File: src/rtl/arpc_pkg.sv
// Shared types and constants of the ARP cache table.
// Used by arpc_mem, arpc_cmp and arp_cache_table; depends on nothing.
package arpc_pkg;

    localparam int ENTRIES_DEF     = 16;
    localparam int IP_W            = 32;
    localparam int MAC_W           = 48;
    localparam int STAMP_W         = 32;
    localparam int TIMEOUT_W       = 16;
    localparam int REMOVED_W       = 11;
    localparam logic [TIMEOUT_W-1:0] TIMEOUT_RST = 16'd15;

    typedef enum logic [1:0] {
        REQ_ADD    = 2'd0,
        REQ_LOOKUP = 2'd1,
        REQ_TICK   = 2'd2,
        REQ_SWEEP  = 2'd3
    } req_t;

    typedef enum logic [1:0] {
        STAT_OK   = 2'd0,
        STAT_MISS = 2'd1,
        STAT_FULL = 2'd2,
        STAT_RSVD = 2'd3
    } status_t;

    typedef struct packed {
        logic               valid;
        logic [IP_W-1:0]    ip;
        logic [MAC_W-1:0]   mac;
        logic [STAMP_W-1:0] stamp;
    } entry_t;

    typedef struct packed {
        logic match;
        logic expired;
    } cmp_res_t;

endpackage

File: src/rtl/arpc_mem.sv
// Entry store: one write port, one registered read port.
// Depends on arpc_pkg for the entry type.
module arpc_mem #(
    parameter int ENTRIES = arpc_pkg::ENTRIES_DEF
) (
    input  logic                        aclk,
    input  logic                        we,
    input  logic [$clog2(ENTRIES)-1:0]  waddr,
    input  arpc_pkg::entry_t            wdata,
    input  logic [$clog2(ENTRIES)-1:0]  raddr,
    output arpc_pkg::entry_t            rdata
);
    import arpc_pkg::*;

    entry_t mem [ENTRIES];
    entry_t rdata_reg;

    always_ff @(posedge aclk) begin
        if (we) begin
            mem[waddr] <= wdata;
        end
    end

    always_ff @(posedge aclk) begin
        rdata_reg <= mem[raddr];
    end

    assign rdata = rdata_reg;

endmodule

File: src/rtl/arpc_cmp.sv
// Shared compare unit: IP match and age-over-timeout test for one entry.
// Depends on arpc_pkg.
module arpc_cmp (
    input  arpc_pkg::entry_t                     entry,
    input  logic [arpc_pkg::IP_W-1:0]            ip,
    input  logic [arpc_pkg::STAMP_W-1:0]         now,
    input  logic [arpc_pkg::TIMEOUT_W-1:0]       timeout,
    output arpc_pkg::cmp_res_t                   res
);
    import arpc_pkg::*;

    logic [STAMP_W-1:0] age;

    always_comb begin
        age         = now - entry.stamp;
        res.match   = entry.valid && (entry.ip == ip);
        res.expired = entry.valid && (age > {{(STAMP_W-TIMEOUT_W){1'b0}}, timeout});
    end

endmodule

File: src/rtl/arp_cache_table.sv
// ARP cache table top level: sequencer scanning the entry store through one compare unit.
// Depends on arpc_pkg, arpc_mem and arpc_cmp.
//
//  channel   ports                                          direction
//  s_        s_valid/s_ready, req_type, ip_addr, mac_addr   in
//  m_        m_valid/m_ready, hit, found_mac, status,       out
//            removed_count
//  cfg_      cfg_valid/cfg_ready, cfg_wdata (timeout)       in
//
// Add, lookup and sweep scan every entry, one store read per cycle.
// Tick skips the scan.
// After reset a clearing pass writes every entry to zero before s_ready rises.
// A result waits in the output register; a new request is taken meanwhile and
// its result waits in S_OUT until the result ahead has been transferred.
module arp_cache_table #(
    parameter int ENTRIES = arpc_pkg::ENTRIES_DEF
) (
    input  logic                              aclk,
    input  logic                              aresetn,
    input  logic                              s_valid,
    output logic                              s_ready,
    input  logic [1:0]                        s_req_type,
    input  logic [arpc_pkg::IP_W-1:0]         s_ip_addr,
    input  logic [arpc_pkg::MAC_W-1:0]        s_mac_addr,
    output logic                              m_valid,
    input  logic                              m_ready,
    output logic                              m_hit,
    output logic [arpc_pkg::MAC_W-1:0]        m_found_mac,
    output logic [1:0]                        m_status,
    output logic [arpc_pkg::REMOVED_W-1:0]    m_removed_count,
    input  logic                              cfg_valid,
    output logic                              cfg_ready,
    input  logic [arpc_pkg::TIMEOUT_W-1:0]    cfg_wdata
);
    import arpc_pkg::*;

    localparam int IDX_W = $clog2(ENTRIES);
    localparam logic [IDX_W-1:0] LAST = IDX_W'(ENTRIES - 1);

    typedef enum logic [4:0] {
        S_CLEAR = 5'b00001,
        S_IDLE  = 5'b00010,
        S_SCAN  = 5'b00100,
        S_WRITE = 5'b01000,
        S_OUT   = 5'b10000
    } state_t;

    state_t                 state_reg, state_next;
    logic [IDX_W-1:0]       addr_reg, addr_next;
    logic                   issue_reg, issue_next;
    logic                   rv_reg, rv_next;
    logic [IDX_W-1:0]       ridx_reg, ridx_next;
    req_t                   req_reg, req_next;
    logic [IP_W-1:0]        ip_reg, ip_next;
    logic [MAC_W-1:0]       mac_reg, mac_next;
    logic [STAMP_W-1:0]     now_reg, now_next;
    logic [TIMEOUT_W-1:0]   timeout_reg, timeout_next;
    logic                   found_reg, found_next;
    logic [IDX_W-1:0]       slot_reg, slot_next;
    logic                   free_reg, free_next;
    logic [IDX_W-1:0]       free_slot_reg, free_slot_next;
    logic [MAC_W-1:0]       fmac_reg, fmac_next;
    logic [REMOVED_W-1:0]   removed_reg, removed_next;

    logic                   m_valid_reg, m_valid_next;
    logic                   m_hit_reg, m_hit_next;
    logic [MAC_W-1:0]       m_found_mac_reg, m_found_mac_next;
    status_t                m_status_reg, m_status_next;
    logic [REMOVED_W-1:0]   m_removed_reg, m_removed_next;

    logic                   mem_we;
    logic [IDX_W-1:0]       mem_waddr;
    entry_t                 mem_wdata;
    entry_t                 mem_rdata;
    cmp_res_t               cmp_res;
    logic                   out_free;

    arpc_mem #(
        .ENTRIES (ENTRIES)
    ) u_mem (
        .aclk  (aclk),
        .we    (mem_we),
        .waddr (mem_waddr),
        .wdata (mem_wdata),
        .raddr (addr_reg),
        .rdata (mem_rdata)
    );

    arpc_cmp u_cmp (
        .entry   (mem_rdata),
        .ip      (ip_reg),
        .now     (now_reg),
        .timeout (timeout_reg),
        .res     (cmp_res)
    );

    assign s_ready         = (state_reg == S_IDLE);
    assign cfg_ready       = 1'b1;
    assign m_valid         = m_valid_reg;
    assign m_hit           = m_hit_reg;
    assign m_found_mac     = m_found_mac_reg;
    assign m_status        = m_status_reg;
    assign m_removed_count = m_removed_reg;
    assign out_free        = !m_valid_reg || m_ready;

    always_comb begin
        state_next       = state_reg;
        addr_next        = addr_reg;
        issue_next       = issue_reg;
        rv_next          = 1'b0;
        ridx_next        = addr_reg;
        req_next         = req_reg;
        ip_next          = ip_reg;
        mac_next         = mac_reg;
        now_next         = now_reg;
        timeout_next     = timeout_reg;
        found_next       = found_reg;
        slot_next        = slot_reg;
        free_next        = free_reg;
        free_slot_next   = free_slot_reg;
        fmac_next        = fmac_reg;
        removed_next     = removed_reg;
        m_valid_next     = m_valid_reg;
        m_hit_next       = m_hit_reg;
        m_found_mac_next = m_found_mac_reg;
        m_status_next    = m_status_reg;
        m_removed_next   = m_removed_reg;
        mem_we           = 1'b0;
        mem_waddr        = ridx_reg;
        mem_wdata        = mem_rdata;

        if (cfg_valid && cfg_ready) begin
            timeout_next = cfg_wdata;
        end
        if (m_valid_reg && m_ready) begin
            m_valid_next = 1'b0;
        end

        case (state_reg)
            S_CLEAR: begin
                mem_we    = 1'b1;
                mem_waddr = addr_reg;
                mem_wdata = '0;
                addr_next = addr_reg + 1'b1;
                if (addr_reg == LAST) begin
                    addr_next  = '0;
                    state_next = S_IDLE;
                end
            end
            S_IDLE: begin
                if (s_valid) begin
                    req_next     = req_t'(s_req_type);
                    ip_next      = s_ip_addr;
                    mac_next     = s_mac_addr;
                    found_next   = 1'b0;
                    free_next    = 1'b0;
                    removed_next = '0;
                    fmac_next    = '0;
                    addr_next    = '0;
                    if (req_t'(s_req_type) == REQ_TICK) begin
                        now_next   = now_reg + 1'b1;
                        state_next = S_OUT;
                    end else begin
                        issue_next = 1'b1;
                        state_next = S_SCAN;
                    end
                end
            end
            S_SCAN: begin
                if (issue_reg) begin
                    addr_next = addr_reg + 1'b1;
                    rv_next   = 1'b1;
                    if (addr_reg == LAST) begin
                        issue_next = 1'b0;
                    end
                end
                if (rv_reg) begin
                    case (req_reg)
                        REQ_ADD, REQ_LOOKUP: begin
                            if (cmp_res.match && !found_reg) begin
                                found_next = 1'b1;
                                slot_next  = ridx_reg;
                                fmac_next  = mem_rdata.mac;
                            end
                            if (!mem_rdata.valid && !free_reg) begin
                                free_next      = 1'b1;
                                free_slot_next = ridx_reg;
                            end
                        end
                        REQ_SWEEP: begin
                            if (cmp_res.expired) begin
                                mem_we          = 1'b1;
                                mem_waddr       = ridx_reg;
                                mem_wdata.valid = 1'b0;
                                removed_next    = removed_reg + 1'b1;
                            end
                        end
                        default: begin
                        end
                    endcase
                    if (ridx_reg == LAST) begin
                        state_next = S_WRITE;
                    end
                end
            end
            S_WRITE: begin
                mem_wdata.valid = 1'b1;
                mem_wdata.ip    = ip_reg;
                mem_wdata.mac   = (req_reg == REQ_ADD) ? mac_reg : fmac_reg;
                mem_wdata.stamp = now_reg;
                mem_waddr       = found_reg ? slot_reg : free_slot_reg;
                case (req_reg)
                    REQ_ADD:    mem_we = found_reg || free_reg;
                    REQ_LOOKUP: mem_we = found_reg;
                    default:    mem_we = 1'b0;
                endcase
                state_next = S_OUT;
            end
            S_OUT: begin
                if (out_free) begin
                    m_valid_next     = 1'b1;
                    m_hit_next       = (req_reg == REQ_LOOKUP) && found_reg;
                    m_found_mac_next = ((req_reg == REQ_LOOKUP) && found_reg) ? fmac_reg : '0;
                    m_removed_next   = (req_reg == REQ_SWEEP) ? removed_reg : '0;
                    if ((req_reg == REQ_ADD) && !found_reg && !free_reg) begin
                        m_status_next = STAT_FULL;
                    end else if ((req_reg == REQ_LOOKUP) && !found_reg) begin
                        m_status_next = STAT_MISS;
                    end else begin
                        m_status_next = STAT_OK;
                    end
                    state_next = S_IDLE;
                end
            end
            default: begin
                state_next = S_IDLE;
            end
        endcase
    end

    always_ff @(posedge aclk) begin
        if (!aresetn) begin
            state_reg   <= S_CLEAR;
            addr_reg    <= '0;
            issue_reg   <= 1'b0;
            rv_reg      <= 1'b0;
            now_reg     <= '0;
            timeout_reg <= TIMEOUT_RST;
            m_valid_reg <= 1'b0;
        end else begin
            state_reg   <= state_next;
            addr_reg    <= addr_next;
            issue_reg   <= issue_next;
            rv_reg      <= rv_next;
            now_reg     <= now_next;
            timeout_reg <= timeout_next;
            m_valid_reg <= m_valid_next;
        end
    end

    always_ff @(posedge aclk) begin
        ridx_reg        <= ridx_next;
        req_reg         <= req_next;
        ip_reg          <= ip_next;
        mac_reg         <= mac_next;
        found_reg       <= found_next;
        slot_reg        <= slot_next;
        free_reg        <= free_next;
        free_slot_reg   <= free_slot_next;
        fmac_reg        <= fmac_next;
        removed_reg     <= removed_next;
        m_hit_reg       <= m_hit_next;
        m_found_mac_reg <= m_found_mac_next;
        m_status_reg    <= m_status_next;
        m_removed_reg   <= m_removed_next;
    end

endmodule

File: config.mk
export PLATFORM = sky130hd
export DESIGN_NAME = arp_cache_table
export DESIGN_NICKNAME = d
export VERILOG_FILES = /design/src/rtl/arpc_pkg.sv /design/src/rtl/arpc_mem.sv /design/src/rtl/arpc_cmp.sv /design/src/rtl/arp_cache_table.sv
export SDC_FILE = /design/constraint.sdc
export NUM_CORES = 2
export LEC_CHECK = 0
export CAP_MARGIN = 0
export CORE_MARGIN = 1
export CORE_UTILIZATION = 30
export CTS_CLUSTER_DIAMETER = 50
export DETAILED_ROUTE_END_ITERATION = 6
export DONT_BUFFER_PORTS = 1
export GPL_TIMING_DRIVEN = 0
export SYNTH_ARGS = -nofsm -noshare
export SYNTH_HDL_FRONTEND = slang
export SYNTH_SLANG_ARGS = --single-unit
File: constraint.sdc
create_clock -name aclk -period 11.6 [get_ports aclk]
set_clock_uncertainty 0.15 [all_clocks]
set_input_delay 1.16 -clock aclk [delete_from_list [all_inputs] [get_ports aclk]]
set_output_delay 1.16 -clock aclk [all_outputs]
set_load 0.005 [all_outputs]
==> results_dict.tcl <==
set metrics [dict create \
    yosys_register_bits 2198 \
    viasPerCell 5.06 \
    whs_ns 0.216 \
    ys_top_cells_by_count "edfxtp_1, mux4_2, dfxtp_1" \
    p_switching_mw 3.86 \
    slew_headroom_pct 1.95 \
    synth_top_area_share_pct 71.4 \
    static-leakage-power_nw 31.8 \
    drtPass1Iterations 6 \
    cts_buffers 231 \
    grt_pass1_vias 43000 \
    drc 0 \
    insertion_delay_ns 0.89 \
    slowest_delay_ns 0.54 \
    hold_violations 0 \
    cts-hold-fix-buffers 0 \
    postSynthAreaPerCell_um2 20.9 \
    period_needed_ns 7.40 \
    tns_ns 0 \
    status "completed" \
    worst_path_max_delay_cell "or4_1" \
    cp_max_fo 17 \
    fill_cells 26000 \
    reg2reg_from "now_reg[0]" \
    maxSlewViolCount 0 \
    grtUsageTotal_pct 15.9 \
    rsz0062_at_grt "no" \
    synth_area_leaders "edfxtp_1, mux4_2, dfxtp_1" \
    clk_pin_slew_ns 0.06 \
    crit_family "compound AO/OA/AOI/OAI gates" \
    dp_hpwl_um 151000 \
    syn_nets 4218 \
    die_area_mm2 0.285 \
    tightestPinTransition_ns 1.47 \
    total_power_mw 17.4 \
    r2r-end "u_mem.mem[12][38]" \
    seq_power_share_pct 51.0 \
    yosys_warnings 0 \
    initial_utilization_pct 30.1 \
    cts.sinks 2198 \
    power_density_mw_per_mm2 172 \
    htree_levels 4 \
    cp.required_ns 12.07 \
    die_height_um 534 \
    final_cells 8415 \
    clkPwrFrac_pct 42.7 \
    drt_iter0_drc 4534 \
    fin_crit_sh_pct 63.8 \
    nNetsFinal 4590 \
    synth_area_mm2 0.0850 \
    cts_setup_buffers 0 \
    largest_reg_flops 1808 \
    critPathKind "reg2reg" \
    ant_nets 0 \
    synth_edf_count 2021 \
    hold_start "addr_reg[3]" \
    syn-instance-count 4064 \
    final-setup-viol-count 0 \
    cts_tree "done" \
    holdPathEnd "ridx_reg[3]" \
    placed_area_mm2 0.0929 \
    crit_buf_inv 9 \
    overflow 0 \
    worstPathArrival_ns 7.87 \
    cp-end-kind "flop" \
    synth.distinct_cells 82 \
    antenna_found_initial 20 \
    reg2reg_depth 27 \
    drv_cap 0 \
    cts_buffer_depth 3 \
    min_delay_path_depth 0 \
    internal_power_mw 13.5 \
    peakVddDrop_v 0.000163 \
    synth_top_flop_cell "edfxtp_1" \
    async_flop_share_pct 0 \
    design_area_mm2 0.101 \
    r2r_slack_ns 4.20 \
    drive_gt1_share_pct 24.5 \
    max_freq_mhz 135 \
    core_mm2 0.282 \
    placed_cells 7943 \
    rows 195 \
    fp.dieW_um 534 \
    avgRoutedWirePerCell_um 27.3 \
    root_buffer "clkbuf_16" \
    routed_wl_um 230000 \
    vias 42600 \
    io_buffer_count 0 \
    routabilityCongestion 0.819 \
    ys_seq_area_share_pct 75.6 \
    grt_max_degree 46 \
    hold_path_class "reg2reg" \
    area_delta_synth_final_pct 18.6 \
    post_cts_resized 0 \
    grt_pass1_wl_um 323000 \
    yosysMostFrequentCell "edfxtp_1" \
    ios 168 \
    p_comb_share_pct 6.2 \
    synth_top_area_cell "edfxtp_1" \
    swShare_pct 22.2 \
    worstSetupStartpointType "flop" \
]
[final cells by class]
| type | count | area, um^2 | area share, % |
|---|---|---|---|
| multi-input cells | 1591 | 19800 | 19.7 |
| inverters | 69 | 264 | 0.262 |
| well taps | 3743 | 4680 | 4.65 |
| clock buffers | 305 | 6310 | 6.26 |
| clock inverters | 132 | 1450 | 1.43 |
| flip-flops and latches | 2198 | 64200 | 63.7 |
| diodes | 32 | 80.1 | 0.0795 |
| plain buffers | 206 | 867 | 0.861 |
| repair buffers | 139 | 3060 | 3.04 |
[kinds of logic after synthesis]
kind of cell | share of synthesized area [%]
compound gates | 2.59
fa+ha+maj | 0.760
flops | 75.6
buf+inv | 1.31
mux | 15.9
other cells | 0.00441
xor+xnor | 0.928
simple gates | 2.95
[stage by stage]
| step | setup WS, ns | utilization [%] |
|---|---|---|
| CTS | 3.47 | 35.7 |
| finish | 4.20 | 35.7 |
| global placement | -7.47 | 31.8 |
| floorplan | 2.00 | - |
| detailed placement | 3.56 | 32.9 |
| global route | 3.74 | 35.7 |
[cells in the final DEF, fill, tap and decap left out, drive strengths merged, types with 50 or more instances in the layout]
master,n
nor2,98
clkbuf,446
clkinv,82
buf,203
a21oi,79
edfxtp,2021
mux4,565
dfxtp,177
nand2,130
inv,87
a22o,59
ha,50
mux2i,71
and2,109
o21ai,86
xor2,59
[worst max path at each step]
stage                from                end  cells past startpoint
2_1_floorplan  now_reg[0]   u_mem.mem[10][0]                     20
3_3_place_gp   now_reg[0]   u_mem.mem[6][61]                     20
3_5_place_dp   now_reg[0]  u_mem.mem[12][44]                     25
4_1_cts        now_reg[0]  u_mem.mem[12][45]                     25
5_1_grt        now_reg[0]  u_mem.mem[12][46]                     27
6_report       now_reg[0]  u_mem.mem[12][38]                     27
[routing by layer]
| metal | vias up | global-route usage, % | part of all wire [%] |
|---|---|---|---|
| met4 | 8 | 5.50 | 2.9 |
| li1 | 17600 | - | - |
| met3 | 342 | 3.04 | 7.1 |
| met2 | 1701 | 26.2 | 49 |
| met1 | 22900 | 21.0 | 41 |
| met5 | - | 0 | 0.020 |
[worst reg2reg max path: cells and delay by family, from the launching register on]
kind            cells  cell delay (ns)
compound gates      9             2.44
buf+inv             9             1.91
simple gates        5             1.12
fa+ha+maj           3             1.00
flops               1             0.36
xor+xnor            1             0.18
[power groups by stage]
stage	clock (mW)	sequential, mW	combinational [mW]
after floorplan	0	9.02	0.678
after global placement	0	9.12	1.00
after detailed placement	0	9.03	1.09
after CTS	7.55	8.87	1.09
after global routing	7.84	8.88	1.15
final	7.43	8.87	1.08
(Power assumes the default switching activity.)
